$ cat config.mk
export PLATFORM = sky130hd
export DESIGN_NAME = htm_front_flat
export DESIGN_NICKNAME = d
export VERILOG_FILES = /design/src/design/htm_pkg.sv /design/src/design/htm_in_if.sv /design/src/design/htm_front.sv /design/src/flat_wrapper.sv
export SDC_FILE = /design/constraint.sdc
export NUM_CORES = 2
export LEC_CHECK = 0
export ABC_CLOCK_PERIOD_IN_PS = 12200
export BUFFER_PORTS_ARGS = -buffer_cell sky130_fd_sc_hd__buf_2
export CAP_MARGIN = 10
export CORE_MARGIN = 8
export CORE_UTILIZATION = 50
export CTS_CLUSTER_DIAMETER = 200
export DETAILED_ROUTE_END_ITERATION = 10
export GPL_TIMING_DRIVEN = 0
export PLACE_DENSITY_LB_ADDON = 0.15
export SKIP_LAST_GASP = 1
export SYNTH_ARGS = -nofsm -noshare
export SYNTH_HDL_FRONTEND = slang
export SYNTH_SLANG_ARGS = --single-unit
$ cat constraint.sdc
create_clock -name clk -period 12.2 [get_ports clk]
set_input_delay 0.61 -clock clk [delete_from_list [all_inputs] [get_ports clk]]
set_output_delay 0.61 -clock clk [all_outputs]
set_load 0.05 [all_outputs]
$ cat src/design/htm_pkg.sv
// ---------------------------------------------------------------------------
// htm_pkg: shared types and constants for the tone map / sRGB encoder
// Field widths, curve codes, register indexes, fixed-point constants and the
// power-term lookup table of the sRGB transfer curve.
// ---------------------------------------------------------------------------
package htm_pkg;

  // field widths
  localparam int XW      = 24;   // linear channel, Q7.16 signed / exposed Q8.16
  localparam int OW      = 16;   // encoded channel, Q0.16
  localparam int CFG_IW  = 3;    // register index width
  localparam int CFG_DW  = 24;   // register data width
  localparam int YW      = 17;   // curve output, Q0.16 with 1.0 representable
  localparam int PW      = 47;   // exposure product width

  // power-term table geometry
  localparam int OETF_TABLE_BITS = 10;
  localparam int OETF_TBL_N      = 1 << OETF_TABLE_BITS;
  localparam int FRAC_BITS       = 16 - OETF_TABLE_BITS;
  localparam int IDX_W           = OETF_TABLE_BITS + 1;

  // divider geometry
  localparam int NUM_W = 51;
  localparam int DEN_W = 34;
  localparam int QW    = 17;

  // back pipeline: three curve stages, divider, three encode stages
  localparam int BACK_DEPTH = 3 + QW + 3;

  // queue between front and back
  localparam int FIFO_DEPTH = 4;
  localparam int FIFO_PW    = 2;

  // fixed-point constants
  localparam int ONE_Q16    = 65536;
  localparam int ACES_KA    = 164495;
  localparam int ACES_KB    = 1966;
  localparam int ACES_KC    = 159252;
  localparam int ACES_KD    = 38666;
  localparam longint ACES_KE_RND = 64'd9175 * 64'd65536 + 64'd32768;
  localparam int LIN_THRESH = 205;
  localparam int LIN_SLOPE  = 846725;
  localparam int PW_SCALE   = 69140;
  localparam int PW_OFFSET  = 3604;

  // register reset values
  localparam logic [CFG_DW-1:0] GAIN_RST  = 24'd65536;
  localparam logic [CFG_DW-1:0] FLOOR_RST = 24'd0;
  localparam logic [CFG_DW-1:0] ROOF_RST  = 24'd16777215;
  localparam logic [CFG_DW-1:0] CEIL_RST  = 24'd4194304;

  typedef enum logic [1:0] {
    CURVE_SAT      = 2'd0,
    CURVE_REINHARD = 2'd1,
    CURVE_ACES     = 2'd2,
    CURVE_ACES_ALT = 2'd3
  } curve_t;

  typedef enum logic [CFG_IW-1:0] {
    REG_GAIN  = 3'd0,
    REG_FLOOR = 3'd1,
    REG_ROOF  = 3'd2,
    REG_CEIL  = 3'd3,
    REG_CURVE = 3'd4
  } reg_idx_t;

  typedef struct packed {
    logic [CFG_DW-1:0] gain;
    logic [CFG_DW-1:0] exp_floor;
    logic [CFG_DW-1:0] exp_roof;
    logic [CFG_DW-1:0] ceiling;
    curve_t            curve;
  } cfg_t;

  typedef struct packed {
    logic [XW-1:0] r;
    logic [XW-1:0] g;
    logic [XW-1:0] b;
  } pix_x_t;

  typedef logic [YW-1:0] oetf_rom_t [0:OETF_TBL_N];

  // floor of the square root, result below 2^21
  function automatic logic [63:0] isqrt_floor(input logic [63:0] v);
    logic [63:0] lo;
    logic [63:0] hi;
    logic [63:0] m;
    lo = 64'd0;
    hi = 64'd1 << 21;
    for (int k = 0; k < 24; k++) begin
      if (hi - lo > 64'd1) begin
        m = (lo + hi) >> 1;
        if (m * m <= v) lo = m;
        else hi = m;
      end
    end
    return lo;
  endfunction

  // floor of the cube root, result below 2^21
  function automatic logic [63:0] icbrt_floor(input logic [63:0] v);
    logic [63:0] lo;
    logic [63:0] hi;
    logic [63:0] m;
    lo = 64'd0;
    hi = 64'd1 << 21;
    for (int k = 0; k < 24; k++) begin
      if (hi - lo > 64'd1) begin
        m = (lo + hi) >> 1;
        if (m * m * m <= v) lo = m;
        else hi = m;
      end
    end
    return lo;
  endfunction

  // entry i = (i / 2^B)^(5/12) in Q16, as cbrt * sqrt(sqrt(cbrt))
  function automatic oetf_rom_t build_oetf_rom();
    oetf_rom_t   rom;
    logic [63:0] c;
    logic [63:0] s;
    logic [63:0] q;
    logic [63:0] pr;
    for (int i = 0; i <= OETF_TBL_N; i++) begin
      c  = icbrt_floor(64'(i) << (60 - OETF_TABLE_BITS));
      s  = isqrt_floor(c << 20);
      q  = isqrt_floor(s << 20);
      pr = (c * q + (64'd1 << 23)) >> 24;
      rom[i] = YW'(pr);
    end
    return rom;
  endfunction

  localparam oetf_rom_t OETF_ROM = build_oetf_rom();

endpackage

$ cat src/design/htm_in_if.sv
// ---------------------------------------------------------------------------
// htm_in_if: linear pixel channel
// Valid/ready channel carrying one signed Q7.16 RGB pixel per beat.
// ---------------------------------------------------------------------------
interface htm_in_if
  import htm_pkg::*;
();
  logic                 valid;
  logic                 ready;
  logic signed [XW-1:0] red_in;
  logic signed [XW-1:0] green_in;
  logic signed [XW-1:0] blue_in;

  modport source(output valid, output red_in, output green_in, output blue_in,
                 input ready);
  modport sink(input valid, input red_in, input green_in, input blue_in,
               output ready);
endinterface

$ cat src/design/htm_front.sv
// ---------------------------------------------------------------------------
// htm_front: exposure stage
// Accepts a pixel beat, multiplies each positive channel by the clamped
// exposure, then rounds and clips it to the ceiling on the way into the queue.
// ---------------------------------------------------------------------------
module htm_front
  import htm_pkg::*;
(
  input  logic     clk,
  input  logic     rst_n,
  htm_in_if.sink   in_bus,
  input  cfg_t     cfg,
  input  logic     q_full,
  output logic     q_push,
  output pix_x_t   q_data
);

  logic          f_v_r;
  logic [PW-1:0] prod_r [0:2];
  logic          pos_r  [0:2];
  logic          accept;
  logic [XW-1:0] e_lim;
  logic [XW-1:0] e_use;
  logic [XW-1:0] x_in   [0:2];
  logic [XW-1:0] x_clip [0:2];
  logic [31:0]   xe     [0:2];

  assign x_in[0] = in_bus.red_in;
  assign x_in[1] = in_bus.green_in;
  assign x_in[2] = in_bus.blue_in;

  // handshake, queue space frees the stage
  assign in_bus.ready = !f_v_r || !q_full;
  assign accept       = in_bus.valid && in_bus.ready;
  assign q_push       = f_v_r && !q_full;

  // exposure clamp, floor wins over roof
  always_comb begin
    e_lim = (cfg.gain > cfg.exp_roof) ? cfg.exp_roof : cfg.gain;
    e_use = (e_lim < cfg.exp_floor) ? cfg.exp_floor : e_lim;
  end

  always_ff @(posedge clk) begin
    if (!rst_n) begin
      f_v_r <= 1'b0;
    end else if (accept) begin
      f_v_r <= 1'b1;
    end else if (q_push) begin
      f_v_r <= 1'b0;
    end
  end

  // exposure product per channel
  always_ff @(posedge clk) begin
    if (accept) begin
      for (int k = 0; k < 3; k++) begin
        prod_r[k] <= PW'(x_in[k][XW-2:0]) * PW'(e_use);
        pos_r[k]  <= !x_in[k][XW-1] && (x_in[k][XW-2:0] != '0);
      end
    end
  end

  // round, clip to ceiling, zero for non-positive input
  always_comb begin
    for (int k = 0; k < 3; k++) begin
      xe[k] = 32'(({1'b0, prod_r[k]} + 48'd32768) >> 16);
      if (!pos_r[k]) x_clip[k] = '0;
      else if (xe[k] > 32'(cfg.ceiling)) x_clip[k] = cfg.ceiling;
      else x_clip[k] = xe[k][XW-1:0];
    end
    q_data.r = x_clip[0];
    q_data.g = x_clip[1];
    q_data.b = x_clip[2];
  end

endmodule

$ cat src/flat_wrapper.sv
// flat-port wrapper written by rule: the top's interface ports become plain ports
module htm_front_flat import htm_pkg::*;
  (clk, rst_n, cfg, q_full, q_push, q_data, in_bus_valid, in_bus_red_in, in_bus_green_in, in_bus_blue_in, in_bus_ready);
  htm_in_if in_bus_i ();
  input  logic clk;
  input  logic rst_n;
  input  cfg_t cfg;
  input  logic q_full;
  output logic q_push;
  output pix_x_t q_data;
  input wire logic [$bits(in_bus_i.valid)-1:0] in_bus_valid;
  input wire logic [$bits(in_bus_i.red_in)-1:0] in_bus_red_in;
  input wire logic [$bits(in_bus_i.green_in)-1:0] in_bus_green_in;
  input wire logic [$bits(in_bus_i.blue_in)-1:0] in_bus_blue_in;
  output wire logic [$bits(in_bus_i.ready)-1:0] in_bus_ready;
  assign in_bus_i.valid = in_bus_valid;
  assign in_bus_i.red_in = in_bus_red_in;
  assign in_bus_i.green_in = in_bus_green_in;
  assign in_bus_i.blue_in = in_bus_blue_in;
  assign in_bus_ready = in_bus_i.ready;
  htm_front u_core (.clk(clk), .rst_n(rst_n), .in_bus(in_bus_i), .cfg(cfg), .q_full(q_full), .q_push(q_push), .q_data(q_data));
endmodule
# Word-level counts from Yosys, hierarchy flattened
# Memories as Yosys holds them, arrays and structs flattened.
# Index checks and enable logic that the tools add are counted.
[op_classes]
addsub = 3
multipliers = 3
div_mod_pow = 0
n_lt_le_gt_ge = 5
eq_ne = 0
shift = 0
mux = 12
bitwise = 0
n_reduce_logical = 15
[op_table]
columns = ["op", "count"]
rows = [
  ["$mux W24", 8],
  ["$add A47 B16 Y48 const B", 3],
  ["$mul A23 B24 Y47", 3],
  ["$gt A32 B24 Y1", 3],
  ["$reduce_bool A23 Y1", 3],
  ["$gt A24 B24 Y1", 1],
  ["$lt A24 B24 Y1", 1],
  ["$logic_and A1 B1 Y1", 5],
  ["$logic_not A1 Y1", 5],
  ["$mux W1", 4],
  ["$reduce_bool A2 Y1", 1],
  ["$logic_or A1 B1 Y1", 1],
]
[word_totals]
reg_bits = 1
latchBits = 0
ramBits = 144
romBits = 0
wordCells = 41
n_memories = 2
[mem_list]
columns = ["memory", "words", "width", "read_ports", "rd_ports_with_merged_regs", "write_ports", "line", "text"]
rows = [
  ["u_core.prod_r", 3, 47, 3, 0, 3, "htm_front.sv:19", "logic [PW-1:0] prod_r [0:2];"],
  ["u_core.pos_r", 3, 1, 3, 0, 3, "htm_front.sv:20", "logic pos_r [0:2];"],
]

# Depth between registers and ports, before layout
[logic_depth]
depth_word = 5
ltp_mapped = 49
depth_no_buf = 44

# Worst setup path after synthesis
# No wires, ideal clock.
[synth_timing]
path_type = "input to register"
start = "input port cfg[41] in the netlist's numbering"
end = "memory u_core.prod_r[2][43] (netlist: u_core.prod_r[0][137]) (data pin)"
t_arrival_ns = 11.262
path_slack_ns = 0.679
stages = 46
n_path_buf = 4
path_cell_list = "inv_1 > ha_1 > and4_1 > and4bb_2 > o311ai_4 > a31oi_4 > buf_2 > mux2_2 > ha_1 > and4_1 > and3_1 > and2_1 > a221o_1 > nand3b_1 > nor2_4 > buf_1 > nor2_1 > a21oi_1 > [... 10 more ...] > fa_1 > fa_1 > inv_1 > fa_1 > inv_1 > ha_1 > a21o_1 > a21o_1 > a21oi_1 > o21ai_0 > a221o_1 > a2111oi_0 > o211ai_1 > o2111ai_1 > nand2_1 > a21o_1 > a211oi_1 > nor2_1"
[synth_lines]
columns = ["item", "line", "text"]
rows = [
  ["from (decl)", "flat_wrapper.sv:7", "input cfg_t cfg;"],
  ["to (decl)", "htm_front.sv:19", ""],
]

==> flow_summary.ini <==
[outcome]
status = complete, no violations

[place]
io_buffers = 238
dp.cells = 9028
placed_area_um2 = 66400
preCtsSetupSlack_ns = -3.21
place_hpwl_um = 209000
gp_congestion = 1.04

[synth]
synth_edf_count = 99
synth.area.top_cells = fa_1 44%, ha_1 13%, inv_1 9.8%
synth_cell_types = 90
yosysWarnings = 0
ys_seq_area_share_pct = 4.76
syn-num-nets = 9309
synth_top_area_share_pct = 43.7
synthCells = 7129
async_reset_ff_share_pct = 0
synth_area_leader_cell = fa_1
ys.flop_type = edfxtp_1
syn_avg_cell_area_um2 = 8.83
ys_ff_latch = 100
synth_area_um2 = 62900

[final_layout]
final_cell_mix = 1637 x inv_1, 1374 x fa_1, 1087 x nand2_1
final_cells = 9131
syn_to_final_growth_pct = 9.16
num-nets-final = 9608
fillers = 11825
final_common_cell = inv_1
stdcell_area_um2 = 68700
drive_above_1_share_pct = 8.10

[clocking]
cts-htree-levels = 3
clk_latency_ns = 0.38
clkTransAtPathRegs_ns = 0.08
cts_buffers = 9
cts_tree = built
cts_num_sinks = 100
clock_path_buffers = 2
cts-root-buf = clkbuf_16

[routing]
drtAntennaViolNets = 0
drc = 0
dr.pass1.iters = 8
first_iter_violations = 5684
wl_per_cell_um = 27.8
viasPerCell = 5.78
vias = 52766
finalWirelength_um = 254000

[setup_path]
crit_path_max_fanout = 10
slowest_delay_ns = 0.56
worstPathArrival_ns = 12.31
cpMaxStageDelayCell = buf_2
crit_required_ns = 12.32
timing.rr.start = u_core.f_v_r$_SDFFE_PN0P_
crit_path_frequent_cell = fa_1
crit_start = cfg[45]
r2r_cells = 3
reg2reg_to = u_core.prod_r[0][79]$_DFFE_PP_
endpoint_kind = flip-flop
start_kind = primary input
crit_type = in2reg
regToRegSetupSlack_ns = 10.53

[timing]
fmax_mhz = 82.1
fin_worst_skew_ns = 0.0156
holdWs_ns = 0.441
rsz0062_at_grt = true
final.period_utilization_pct = 99.9
period_needed_ns = 12.18
fin_ws_ns = 0.0153
setup_violations = 0
hold_viol = 0
worst_slew_pin_slew_ns = 1.24
slew_violations = 0
slew_headroom_pct = 17.3

[floorplanning]
start_util_pct = 50.2
dieArea_um2 = 137000
num_rows = 130
die_h_um = 371
core_area_um2 = 125000
io_pins = 248
die_w_um = 371

[grt]
grt_pass1_wl_um = 367000
grt_pass1_vias = 54533
grt_use_total_pct = 37.0
antenna_found_initial = 48
grt_max_degree = 65
overflow = 0

[job]
maxCapViolCount = 0

[worst_hold_path]
hold_class = in2reg
hold_end = u_core.f_v_r$_SDFFE_PN0P_
holdCritStartpoint = rst_n
whs_path_depth = 2
-- cell type report --
cell class | count | area, µm² | area share [%]
Timing Repair Buffer | 296 | 1930 | 2.81
Multi-Input combinational cell | 5037 | 53000 | 77.1
Antenna cell | 48 | 120 | 0.175
Clock inverter | 7 | 92.6 | 0.135
Buffer | 347 | 2150 | 3.14
Tap cell | 1650 | 2060 | 3.01
Sequential cell | 100 | 2990 | 4.36
Inverter | 1637 | 6140 | 8.95
Clock buffer | 9 | 225 | 0.328
-- worst max path at each step --
stage,slack (ns),cells past startpoint,endpoint
2_1_floorplan,0.68,46,u_core.prod_r[0][137]$_DFFE_PP_
3_3_place_gp,-3.20,45,u_core.prod_r[0][34]$_DFFE_PP_
5_1_grt,-0.24,44,u_core.prod_r[0][137]$_DFFE_PP_
3_5_place_dp,-3.21,45,u_core.prod_r[0][34]$_DFFE_PP_
4_1_cts,-0.006,45,u_core.prod_r[0][34]$_DFFE_PP_
6_report,0.02,45,u_core.prod_r[0][137]$_DFFE_PP_
-- synth_stat cells, types with 35 or more instances --
master,number
inv_1,1637
o211a_1,49
clkbuf_1,328
nor2b_1,35
xnor2_1,110
nand4_1,57
edfxtp_1,99
a21o_1,132
ha_1,632
and2_1,736
xor2_1,62
o21ai_0,69
a211oi_1,35
nand3_1,66
fa_1,1374
nor2_1,122
a21oi_1,146
nand2_1,1087
-- worst max-delay path, delay by kind of cell --
kind / cells / cell delay [ns]
and+or+nand+nor: 11 / 2.42
adders and majority gates: 10 / 4.07
muxes: 1 / 0.38
AOI/OAI and AO/OA: 14 / 3.46
buffers and inverters: 9 / 1.32
-- sequential cells by signal, summed over array words and instances (netlist names) --
register       flops
u_core.prod_r     96
u_core.f_v_r       1
u_core.pos_r       3
-- routing by layer --
layer | up-vias | global-route usage [%] | wire [µm]
met5 | - | 0 | 48
met4 | 8 | 24.5 | 21200
met3 | 824 | 12.0 | 31400
met2 | 3232 | 55.3 | 109000
met1 | 26624 | 45.8 | 92200
li1 | 22078 | - | -
-- cell families (layout without fill, tap and decap cells) --
family          Yosys count  count (layout)  synth area share [%]
flops                   100             100                  4.76
buf+inv                1992            2296                  12.0
compound gates          590             590                  6.61
mux                      29              29                 0.509
other cells               0              48                     0
fa+ha+maj              2006            2006                  56.3
simple gates           2240            2240                  17.5
xor+xnor                172             172                  2.39
-- metrics by stage --
step | utilization, % | TNS (ns)
finish | 54.8 | 0
global route | 54.8 | -2.56
CTS | 54.1 | -0.00580
detailed placement | 53.0 | -204.15
global placement | 52.8 | -216.39
floorplan | - | 0
-- repair_timing --
action | 4_1_cts | 5_1_grt
pin swaps | 7 | 18
setup buffers | 14 | 33
gates resized for setup | 271 | 293
hold buffers | 0 | 0
endpoints found under the setup margin | 95 | 60
Power is not shown: default switching activity piles up to over one toggle a cycle in this logic, so the estimate is an artifact.
