## src/design/htm_pkg.sv

```systemverilog
// ---------------------------------------------------------------------------
// htm_pkg: shared types and constants for the tone map / sRGB encoder
// Field widths, curve codes, register indexes, fixed-point constants and the
// power-term lookup table of the sRGB transfer curve.
// ---------------------------------------------------------------------------
package htm_pkg;

  // field widths
  localparam int XW      = 24;   // linear channel, Q7.16 signed / exposed Q8.16
  localparam int OW      = 16;   // encoded channel, Q0.16
  localparam int CFG_IW  = 3;    // register index width
  localparam int CFG_DW  = 24;   // register data width
  localparam int YW      = 17;   // curve output, Q0.16 with 1.0 representable
  localparam int PW      = 47;   // exposure product width

  // power-term table geometry
  localparam int OETF_TABLE_BITS = 10;
  localparam int OETF_TBL_N      = 1 << OETF_TABLE_BITS;
  localparam int FRAC_BITS       = 16 - OETF_TABLE_BITS;
  localparam int IDX_W           = OETF_TABLE_BITS + 1;

  // divider geometry
  localparam int NUM_W = 51;
  localparam int DEN_W = 34;
  localparam int QW    = 17;

  // back pipeline: three curve stages, divider, three encode stages
  localparam int BACK_DEPTH = 3 + QW + 3;

  // queue between front and back
  localparam int FIFO_DEPTH = 4;
  localparam int FIFO_PW    = 2;

  // fixed-point constants
  localparam int ONE_Q16    = 65536;
  localparam int ACES_KA    = 164495;
  localparam int ACES_KB    = 1966;
  localparam int ACES_KC    = 159252;
  localparam int ACES_KD    = 38666;
  localparam longint ACES_KE_RND = 64'd9175 * 64'd65536 + 64'd32768;
  localparam int LIN_THRESH = 205;
  localparam int LIN_SLOPE  = 846725;
  localparam int PW_SCALE   = 69140;
  localparam int PW_OFFSET  = 3604;

  // register reset values
  localparam logic [CFG_DW-1:0] GAIN_RST  = 24'd65536;
  localparam logic [CFG_DW-1:0] FLOOR_RST = 24'd0;
  localparam logic [CFG_DW-1:0] ROOF_RST  = 24'd16777215;
  localparam logic [CFG_DW-1:0] CEIL_RST  = 24'd4194304;

  typedef enum logic [1:0] {
    CURVE_SAT      = 2'd0,
    CURVE_REINHARD = 2'd1,
    CURVE_ACES     = 2'd2,
    CURVE_ACES_ALT = 2'd3
  } curve_t;

  typedef enum logic [CFG_IW-1:0] {
    REG_GAIN  = 3'd0,
    REG_FLOOR = 3'd1,
    REG_ROOF  = 3'd2,
    REG_CEIL  = 3'd3,
    REG_CURVE = 3'd4
  } reg_idx_t;

  typedef struct packed {
    logic [CFG_DW-1:0] gain;
    logic [CFG_DW-1:0] exp_floor;
    logic [CFG_DW-1:0] exp_roof;
    logic [CFG_DW-1:0] ceiling;
    curve_t            curve;
  } cfg_t;

  typedef struct packed {
    logic [XW-1:0] r;
    logic [XW-1:0] g;
    logic [XW-1:0] b;
  } pix_x_t;

  typedef logic [YW-1:0] oetf_rom_t [0:OETF_TBL_N];

  // floor of the square root, result below 2^21
  function automatic logic [63:0] isqrt_floor(input logic [63:0] v);
    logic [63:0] lo;
    logic [63:0] hi;
    logic [63:0] m;
    lo = 64'd0;
    hi = 64'd1 << 21;
    for (int k = 0; k < 24; k++) begin
      if (hi - lo > 64'd1) begin
        m = (lo + hi) >> 1;
        if (m * m <= v) lo = m;
        else hi = m;
      end
    end
    return lo;
  endfunction

  // floor of the cube root, result below 2^21
  function automatic logic [63:0] icbrt_floor(input logic [63:0] v);
    logic [63:0] lo;
    logic [63:0] hi;
    logic [63:0] m;
    lo = 64'd0;
    hi = 64'd1 << 21;
    for (int k = 0; k < 24; k++) begin
      if (hi - lo > 64'd1) begin
        m = (lo + hi) >> 1;
        if (m * m * m <= v) lo = m;
        else hi = m;
      end
    end
    return lo;
  endfunction

  // entry i = (i / 2^B)^(5/12) in Q16, as cbrt * sqrt(sqrt(cbrt))
  function automatic oetf_rom_t build_oetf_rom();
    oetf_rom_t   rom;
    logic [63:0] c;
    logic [63:0] s;
    logic [63:0] q;
    logic [63:0] pr;
    for (int i = 0; i <= OETF_TBL_N; i++) begin
      c  = icbrt_floor(64'(i) << (60 - OETF_TABLE_BITS));
      s  = isqrt_floor(c << 20);
      q  = isqrt_floor(s << 20);
      pr = (c * q + (64'd1 << 23)) >> 24;
      rom[i] = YW'(pr);
    end
    return rom;
  endfunction

  localparam oetf_rom_t OETF_ROM = build_oetf_rom();

endpackage

```

## src/design/htm_fifo.sv

```systemverilog
// ---------------------------------------------------------------------------
// htm_fifo: exposed pixel queue
// Short queue between the exposure stage and the curve pipeline.
// ---------------------------------------------------------------------------
module htm_fifo
  import htm_pkg::*;
(
  input  logic   clk,
  input  logic   rst_n,
  input  logic   push,
  input  pix_x_t push_data,
  output logic   full,
  input  logic   pop,
  output logic   pop_valid,
  output pix_x_t pop_data
);

  pix_x_t             mem [0:FIFO_DEPTH-1];
  logic [FIFO_PW-1:0] wr_ptr_r;
  logic [FIFO_PW-1:0] rd_ptr_r;
  logic [FIFO_PW:0]   count_r;

  assign full      = (count_r == (FIFO_PW+1)'(FIFO_DEPTH));
  assign pop_valid = (count_r != '0);
  assign pop_data  = mem[rd_ptr_r];

  // pointers and fill level
  always_ff @(posedge clk) begin
    if (!rst_n) begin
      wr_ptr_r <= '0;
      rd_ptr_r <= '0;
      count_r  <= '0;
    end else begin
      if (push) wr_ptr_r <= wr_ptr_r + 1'b1;
      if (pop) rd_ptr_r <= rd_ptr_r + 1'b1;
      case ({push, pop})
        2'b10:   count_r <= count_r + 1'b1;
        2'b01:   count_r <= count_r - 1'b1;
        default: count_r <= count_r;
      endcase
    end
  end

  // storage
  always_ff @(posedge clk) begin
    if (push) mem[wr_ptr_r] <= push_data;
  end

endmodule

```

## config.mk

```make
export PLATFORM = sky130hd
export DESIGN_NAME = htm_fifo
export DESIGN_NICKNAME = d
export VERILOG_FILES = /design/src/design/htm_pkg.sv /design/src/design/htm_fifo.sv
export SDC_FILE = /design/constraint.sdc
export NUM_CORES = 1
export LEC_CHECK = 0
export ABC_AREA = 1
export BUFFER_PORTS_ARGS = -buffer_cell sky130_fd_sc_hd__buf_2
export CORE_AREA = 2 2 200 202
export CTS_CLUSTER_SIZE = 12
export DETAILED_ROUTE_END_ITERATION = 8
export DIE_AREA = 0 0 202 204
export SYNTH_ARGS = -nofsm -noshare
export SYNTH_HDL_FRONTEND = slang
export SYNTH_SLANG_ARGS = --single-unit
```

## constraint.sdc

```tcl
create_clock -name clk -period 2.5 [get_ports clk]
set_input_delay 0.5 -clock clk [delete_from_list [all_inputs] [get_ports clk]]
set_output_delay 0.5 -clock clk [all_outputs]
set_load 0.05 [all_outputs]
```

Yosys cells after proc, flatten, opt, wreduce, memory -nomap -nowiden
Memory sizes are Yosys's and may differ from the RTL's. A register that Yosys moved wholly into a read port is not among the register bits.
Cells that the tools add are included.
{"block": "classes", "n_addsub": 4, "n_eq_ne": 3, "n_mux": 5, "n_reduce_logical": 2}
{"cell": "3-bit case mux with 2 select lines", "count": 1}
{"cell": "2-bit by 1-bit adder with 2-bit output (second input constant)", "count": 2}
{"cell": "2-bit two-way mux", "count": 2}
{"cell": "3-bit by 1-bit adder with 3-bit output (second input constant)", "count": 1}
{"cell": "3-bit == test (second input constant)", "count": 1}
{"cell": "3-bit nonzero test", "count": 1}
{"cell": "3-bit by 1-bit subtractor with 3-bit output (second input constant)", "count": 1}
{"cell": "2-bit by 1-bit == test with 1-bit output (second input constant)", "count": 1}
{"cell": "2-bit == test (second input constant)", "count": 1}
{"cell": "1-bit two-way mux", "count": 2}
{"cell": "2-bit nonzero test", "count": 1}
{"block": "totals", "regBits": 7, "ram_bits": 288, "inputBits": 76, "elab_cells": 18, "mem_count": 1}
{"name": "mem", "depth": 4, "word_bits": 72, "read_ports": 1, "rd_ports_with_merged_regs": 1, "write_ports": 1, "line": "htm_fifo.sv:18", "source": "pix_x_t mem [0:FIFO_DEPTH-1];"}

Longest topological paths before layout
Gate-level depths: netlist of run 1.
{"block": "depth", "ltp_word": 3, "mapped_depth": 8, "mapped_depth_nobuf": 8}

Worst setup path before layout of run 1
Ideal clock, no wire load.
{"block": "synth_timing", "path_kind": "reg2reg", "from": "register wr_ptr_r[0]", "to": "memory mem[2][0] (netlist bit), enable pin", "setup_ps": 426, "t_arrival_ps": 1985, "required_time_ps": 2074, "slack_ps": 89, "stages_incl_launch_ff": 5, "period_less_slack_ps": 2411, "cell_sequence": "dfxtp_1 > inv_1 > ha_1 > nand2_1 > inv_1"}
{"element": "start: declaration", "line": "htm_fifo.sv:19", "source": "logic [FIFO_PW-1:0] wr_ptr_r;"}
{"element": "start signal: assignment", "line": "htm_fifo.sv:34", "source": "if (push) wr_ptr_r <= wr_ptr_r + 1'b1;"}
{"element": "end: declaration", "line": "htm_fifo.sv:18"}
No word-level cell before the write port.

==> impl_metrics.json, run 1 <==
{
  "run_status": "finished clean",
  "slowest_stage": "dfxtp_4",
  "powerDensity_nw_per_um2": 865,
  "synth_warnings": 0,
  "fmax_mhz": 409,
  "timing.hold.ws_ns": 0.183,
  "pin_count": 150,
  "ys_ff_latch": 297,
  "routedWlPerCell_um": 18.2,
  "die_w_um": 202,
  "regToRegEndpoint": "mem[0][59]",
  "critPathKind": "reg -> out",
  "final.fill_count": 3726,
  "die_h_um": 204,
  "detailed_place.area_um2": 13000,
  "wl_mm": 26.7,
  "grt-ovfl-total": 0,
  "viasPerCell": 4.63,
  "antenna_found_initial": 5,
  "drc": 0,
  "layout-drive-gt1-share": 0.350,
  "finClkSkew_ns": 0.0240,
  "finalCritPeriodShare": 0.978,
  "cts_made_buffers": 35,
  "crit_end": "pop_data[35]",
  "core_um2": 39200,
  "arrival_ns": 1.95,
  "crit_required_ns": 2.00,
  "io_buffers": 149,
  "ir_drop_mv": 0.615,
  "initial_core_util": 0.294,
  "rr_worst_depth": 5,
  "clk_pin_slew_ns": 0.06,
  "drt_iter0_markers": 292,
  "clock-root-buffer": "clkbuf_16",
  "antenna_left": 0,
  "grt_pass1_vias": 6842,
  "hold_viol_final": 0,
  "reg2reg_from": "wr_ptr_r[0]",
  "die_area_um2": 41200,
  "maxSlewHeadroom": 0.719,
  "finalNetCount": 999,
  "hpwl_mm": 14.8,
  "rows": 73,
  "slew_violations": 0,
  "clk_latency_ns": 0.53,
  "stdcell_count": 1464,
  "crit_chain": "inv_12 > buf_12 > o21ai_0 > o22ai_2 > clkbuf_4",
  "tightest_slew_ns": 0.421,
  "fin_area_um2": 14300,
  "period_minus_slack_ns": 2.45,
  "cts.sinks": 297,
  "setup_viol": 0,
  "syn_avg_cell_area_um2": 15.3,
  "globalplace.congestion": 0.718,
  "path_max_fanout": 36,
  "final_util": 0.366,
  "cap_violations": 0,
  "cts_tree": "yes",
  "r2r_setup_slack_ns": 0.79,
  "ys_types": 23,
  "power.total_mw": 12.4,
  "cts_hold_buf": 0,
  "vias": 6776,
  "cts_buffer_depth": 3,
  "synth_seq_area_share": 0.765,
  "hp-class": "in -> reg",
  "grt_max_degree": 54,
  "critical-path-max-stage-delay_ns": 0.41,
  "area_delta_synth_final_pct": 24.2,
  "syn-instance-count": 755,
  "critPathLaunchType": "flop",
  "syn-cell-area_um2": 11500,
  "synth_nets": 837,
  "cts.htree.levels": 2,
  "cp-end-kind": "output pin",
  "p_leak_nw": 4.94,
  "dp.cells": 1403,
  "rsz0062_at_grt": "yes",
  "grt_util_all_layers": 0.130,
  "drt-pass1-iter-count": 4,
  "grt_pass1_wl_mm": 40.4
}
-- how the worst min path moves through the flow --
| stage | from | endpoint | cells after the start | slack, ns |
|---|---|---|---|---|
| final | push_data[70] | mem[0][70] | 1 | 0.18 |
| after global routing | push_data[41] | mem[3][41] | 1 | 0.16 |
| after CTS | push_data[43] | mem[1][43] | 1 | 0.14 |
| after detailed placement | rd_ptr_r[1] | flop | 1 | 0.43 |
| after global placement | rd_ptr_r[1] | flop | 1 | 0.42 |
| after floorplan | rd_ptr_r[1] | flop | 1 | 0.41 |
-- report_power, final --
| group | internal [mW] | switching [mW] |
|---|---|---|
| combinational | 0.485 | 1.24 |
| sequential | 5.69 | 0.0599 |
| clock | 2.99 | 1.94 |
-- cells by family after synthesis --
family,count (synthesis),share of synthesized area
AO/OA/AOI/OAI,226,0.133
buffers and inverters,61,0.0299
AND/OR/NAND/NOR,165,0.0648
adder cells (fa/ha/maj),6,0.00716
flip-flops,297,0.765
-- through the flow --
stage / setup WS (ns) / TNS, ns
after floorplan: 0.0888 / 0
after global placement: 0.305 / 0
after detailed placement: 0.278 / 0
after CTS: -0.00326 / -0.00326
after global routing: -0.0555 / -0.244
final: 0.0550 / 0
-- state kept, by name (all words and copies together) (netlist names), named ones only --
| register | flops |
|---|---|
| count_r | 3 |
| rd_ptr_r | 2 |
| mem | 288 |
| wr_ptr_r | 2 |
-- cell type report --
| cell class | count | area, µm² | share of cell area |
|---|---|---|---|
| flip-flops and latches | 297 | 8840 | 0.617 |
| clock buffers | 41 | 941 | 0.0657 |
| repair buffers | 171 | 1280 | 0.0891 |
| well taps | 525 | 657 | 0.0458 |
| inverters | 15 | 81.3 | 0.00568 |
| multi-input cells | 397 | 2370 | 0.165 |
| clock inverters | 17 | 164 | 0.0114 |
| diodes | 1 | 2.50 | 0.000175 |
-- repair_timing --
| item | in CTS | in global routing |
|---|---|---|
| gates cloned | 1 | 0 |
| setup buffers | 1 | 0 |
| endpoints found under the setup margin | 72 | 47 |
| resized for setup | 29 | 32 |
-- cells in the mapped netlist --
cell | count | area, µm²
buf_6 | 8 | 90.1
ha_1 | 5 | 62.6
edfxtp_1 | 288 | 8650
o22ai_1 | 22 | 138
inv_4 | 1 | 6.26
nor2_2 | 50 | 313
buf_12 | 1 | 20.0
o21ai_0 | 140 | 701
nand2_1 | 10 | 37.5
a21oi_1 | 4 | 20.0
clkbuf_2 | 6 | 30.0
nand4_1 | 1 | 6.26
nor3_1 | 1 | 5.00
dfxtp_1 | 9 | 180
nor2_1 | 103 | 387
o21ai_1 | 10 | 50.1
inv_6 | 1 | 8.76
buf_2 | 17 | 85.1
fa_1 | 1 | 20.0
clkbuf_1 | 13 | 48.8
inv_1 | 13 | 48.8
o22ai_2 | 50 | 626
buf_4 | 1 | 7.51
-- cells in the final DEF, fill, tap and decap left out, drive strengths merged --
cell type,Yosys,routed
a21oi,4,4
buf,27,145
bufinv,0,3
clkbuf,19,67
clkinv,0,13
dfxtp,9,9
diode,0,1
edfxtp,288,288
fa,1,1
ha,5,5
inv,15,16
nand2,10,10
nand4,1,1
nor2,153,153
nor3,1,1
o21ai,150,150
o22ai,72,72
-- critical path: cells and delay by family (launching register included) --
kind / cells / cell delay, ns
AOI/OAI and AO/OA: 2 / 0.27
buffers and inverters: 3 / 0.68
DFF: 1 / 0.41
-- routing by layer --
layer | vias to the layer above | track usage | wire length [µm]
li1 | 3171 | - | -
met1 | 3387 | 0.167 | 11900
met2 | 155 | 0.209 | 12700
met3 | 55 | 0.0352 | 1400
met4 | 8 | 0.0541 | 690
met5 | - | 0 | 44
Note: power is estimated with default switching activity, not from simulation.
==> inputs of run 2 (changes only) <==
--- a/config.mk
+++ b/config.mk
@@ -7,10 +7,10 @@
 export LEC_CHECK = 0
 export ABC_AREA = 1
 export BUFFER_PORTS_ARGS = -buffer_cell sky130_fd_sc_hd__buf_2
-export CORE_AREA = 2 2 200 202
+export CORE_AREA = 2 2 171 173
 export CTS_CLUSTER_SIZE = 12
 export DETAILED_ROUTE_END_ITERATION = 8
-export DIE_AREA = 0 0 202 204
+export DIE_AREA = 0 0 173 175
 export SYNTH_ARGS = -nofsm -noshare
 export SYNTH_HDL_FRONTEND = slang
 export SYNTH_SLANG_ARGS = --single-unit
==> run 2 against run 1 <==
Net effect: power fell by 6.7%; clock-buffer cell count rose by 3; cell area fell by 2.6%; highest routed layer unchanged; non-clock buffer count did not move; cell count fell by 9.6%; fmax fell by 0.97%; sequential power barely moved; first-iteration DRC count rose by 89%.
==> impl_metrics.json, run 2 (synthesis gave the netlist of run 1 again) <==
{
  "largest-register": "mem",
  "detailed_place.area_um2": 12800,
  "rows": 62,
  "tightest_slew_ns": 0.501,
  "rsz0062_at_grt": "yes",
  "rr_worst_depth": 5,
  "path_max_fanout": 46,
  "fmax_mhz": 405,
  "regToRegEndpoint": "mem[0][44]",
  "die_area_um2": 30300,
  "wl_mm": 25.9,
  "p_leak_nw": 4.84,
  "hp-class": "in -> reg",
  "cts_buffer_depth": 3,
  "slew_violations": 0,
  "drt-pass1-iter-count": 4,
  "final_util": 0.492,
  "critPathKind": "reg -> out",
  "maxSlewHeadroom": 0.666,
  "crit_required_ns": 2.00,
  "holdPathEnd": "mem[1][49]",
  "reg_top3": "mem x288, count_r x3",
  "grt_pass1_wl_mm": 39.3,
  "setup_viol": 0,
  "setup_ws_ns": 0.0310,
  "stdcell_count": 1323,
  "finalNetCount": 995,
  "layout-drive-gt1-share": 0.342,
  "cp-end-kind": "output pin",
  "dp.cells": 1261,
  "regArea_um2": 8830,
  "r2r_setup_slack_ns": 0.72,
  "grt_max_degree": 73,
  "die_h_um": 175,
  "finClkSkew_ns": 0.00596,
  "cts_tree": "yes",
  "run_status": "finished clean",
  "arrival_ns": 1.97,
  "drc": 0,
  "drt_iter0_markers": 551,
  "clk_latency_ns": 0.54,
  "dp_slack_ns": 0.345,
  "cap_violations": 0,
  "critPathLaunchType": "flop",
  "initial_core_util": 0.406,
  "vias": 6795,
  "grt_pass1_vias": 6876,
  "globalplace.congestion": 0.683,
  "finalCritPeriodShare": 0.988,
  "largest_reg_flops": 288,
  "routedWlPerCell_um": 19.6,
  "timing.hold.ws_ns": 0.175,
  "min_delay_path_depth": 1,
  "cts.sinks": 297,
  "die_w_um": 173,
  "reg2reg_from": "wr_ptr_r[0]",
  "core_um2": 28400,
  "grt-ovfl-total": 0,
  "final.fill_count": 2473,
  "layout_common_cells": "edfxtp_1 (288), o21ai_0 (138), nor2_1 (103)",
  "area_delta_synth_final_pct": 21.0,
  "clock-root-buffer": "clkbuf_16",
  "ir_drop_mv": 0.401,
  "hpwl_mm": 13.4,
  "clk_pin_slew_ns": 0.06,
  "fin_setup_tns_ns": 0,
  "layout_commonest_cell": "edfxtp_1",
  "io_buffers": 149,
  "grt_util_all_layers": 0.168,
  "viasPerCell": 5.14,
  "hold_viol_final": 0,
  "period_minus_slack_ns": 2.47,
  "antenna_found_initial": 6,
  "pin_count": 150,
  "cts_made_buffers": 31,
  "cts.htree.levels": 1,
  "multiInputGateArea_um2": 2370,
  "powerDensity_nw_per_um2": 829,
  "min_from": "push_data[49]",
  "fin_area_um2": 14000,
  "power.total_mw": 11.6,
  "antenna_left": 0
}
[run 2: cell count changes in the layout (fill, tap and decap cells not counted), moves of 4 or more]
cell	delta
clkbuf_16	-6
buf_4	+48
clkbuf_1	+7
buf_12	-4
inv_4	-5
clkinv_2	+4
clkbuf_4	-21
buf_2	-21
diode_2	+4
[run 2: power breakdown]
part           internal [mW]  total, mW  switching (mW)
registers               5.69       5.75          0.0581
logic                  0.509       1.77            1.26
clock network           2.32       4.05            1.73
[run 2: what timing repair did]
| action | CTS | global route |
|---|---|---|
| setup buffers | 0 | 0 |
| resized for setup | 57 | 41 |
| hold buffers | 0 | 0 |
| pin swaps | 0 | 3 |
| setup endpoints to repair | 72 | 63 |
| gates cloned | 3 | 0 |
[run 2: cell type report]
cell class,count,share of cell area
diodes,5,0.000897
clock buffers,44,0.0605
clock inverters,10,0.00341
inverters,15,0.00583
multi-input cells,397,0.170
flip-flops and latches,297,0.633
well taps,384,0.0344
repair buffers,171,0.0921
[run 2: worst max-delay path by stage]
stage	cells past startpoint	endpoint	slack, ns
2_1_floorplan	4	mem[2][0]	0.09
3_3_place_gp	4	pop_data[52]	0.35
3_5_place_dp	4	pop_data[52]	0.34
6_report	5	pop_data[52]	0.03
5_1_grt	5	pop_data[52]	-0.06
4_1_cts	5	pop_data[52]	-0.03
[run 2: worst max-delay path, stage by stage (launching register included)]
cell and delay, ns:
dfxtp_4 0.41, inv_12 0.23, buf_4 0.23, nor2_1 0.05, o22ai_1 0.25, buf_4 0.25
[run 2: routing by layer]
layer / up-vias / track usage / part of all wire / routed length (µm)
li1: 3157 / - / - / -
met1: 3420 / 0.226 / 0.44 / 11400
met2: 172 / 0.272 / 0.47 / 12200
met3: 40 / 0.0446 / 0.069 / 1800
met4: 6 / 0.0413 / 0.018 / 464
met5: - / 0 / 0.0014 / 36
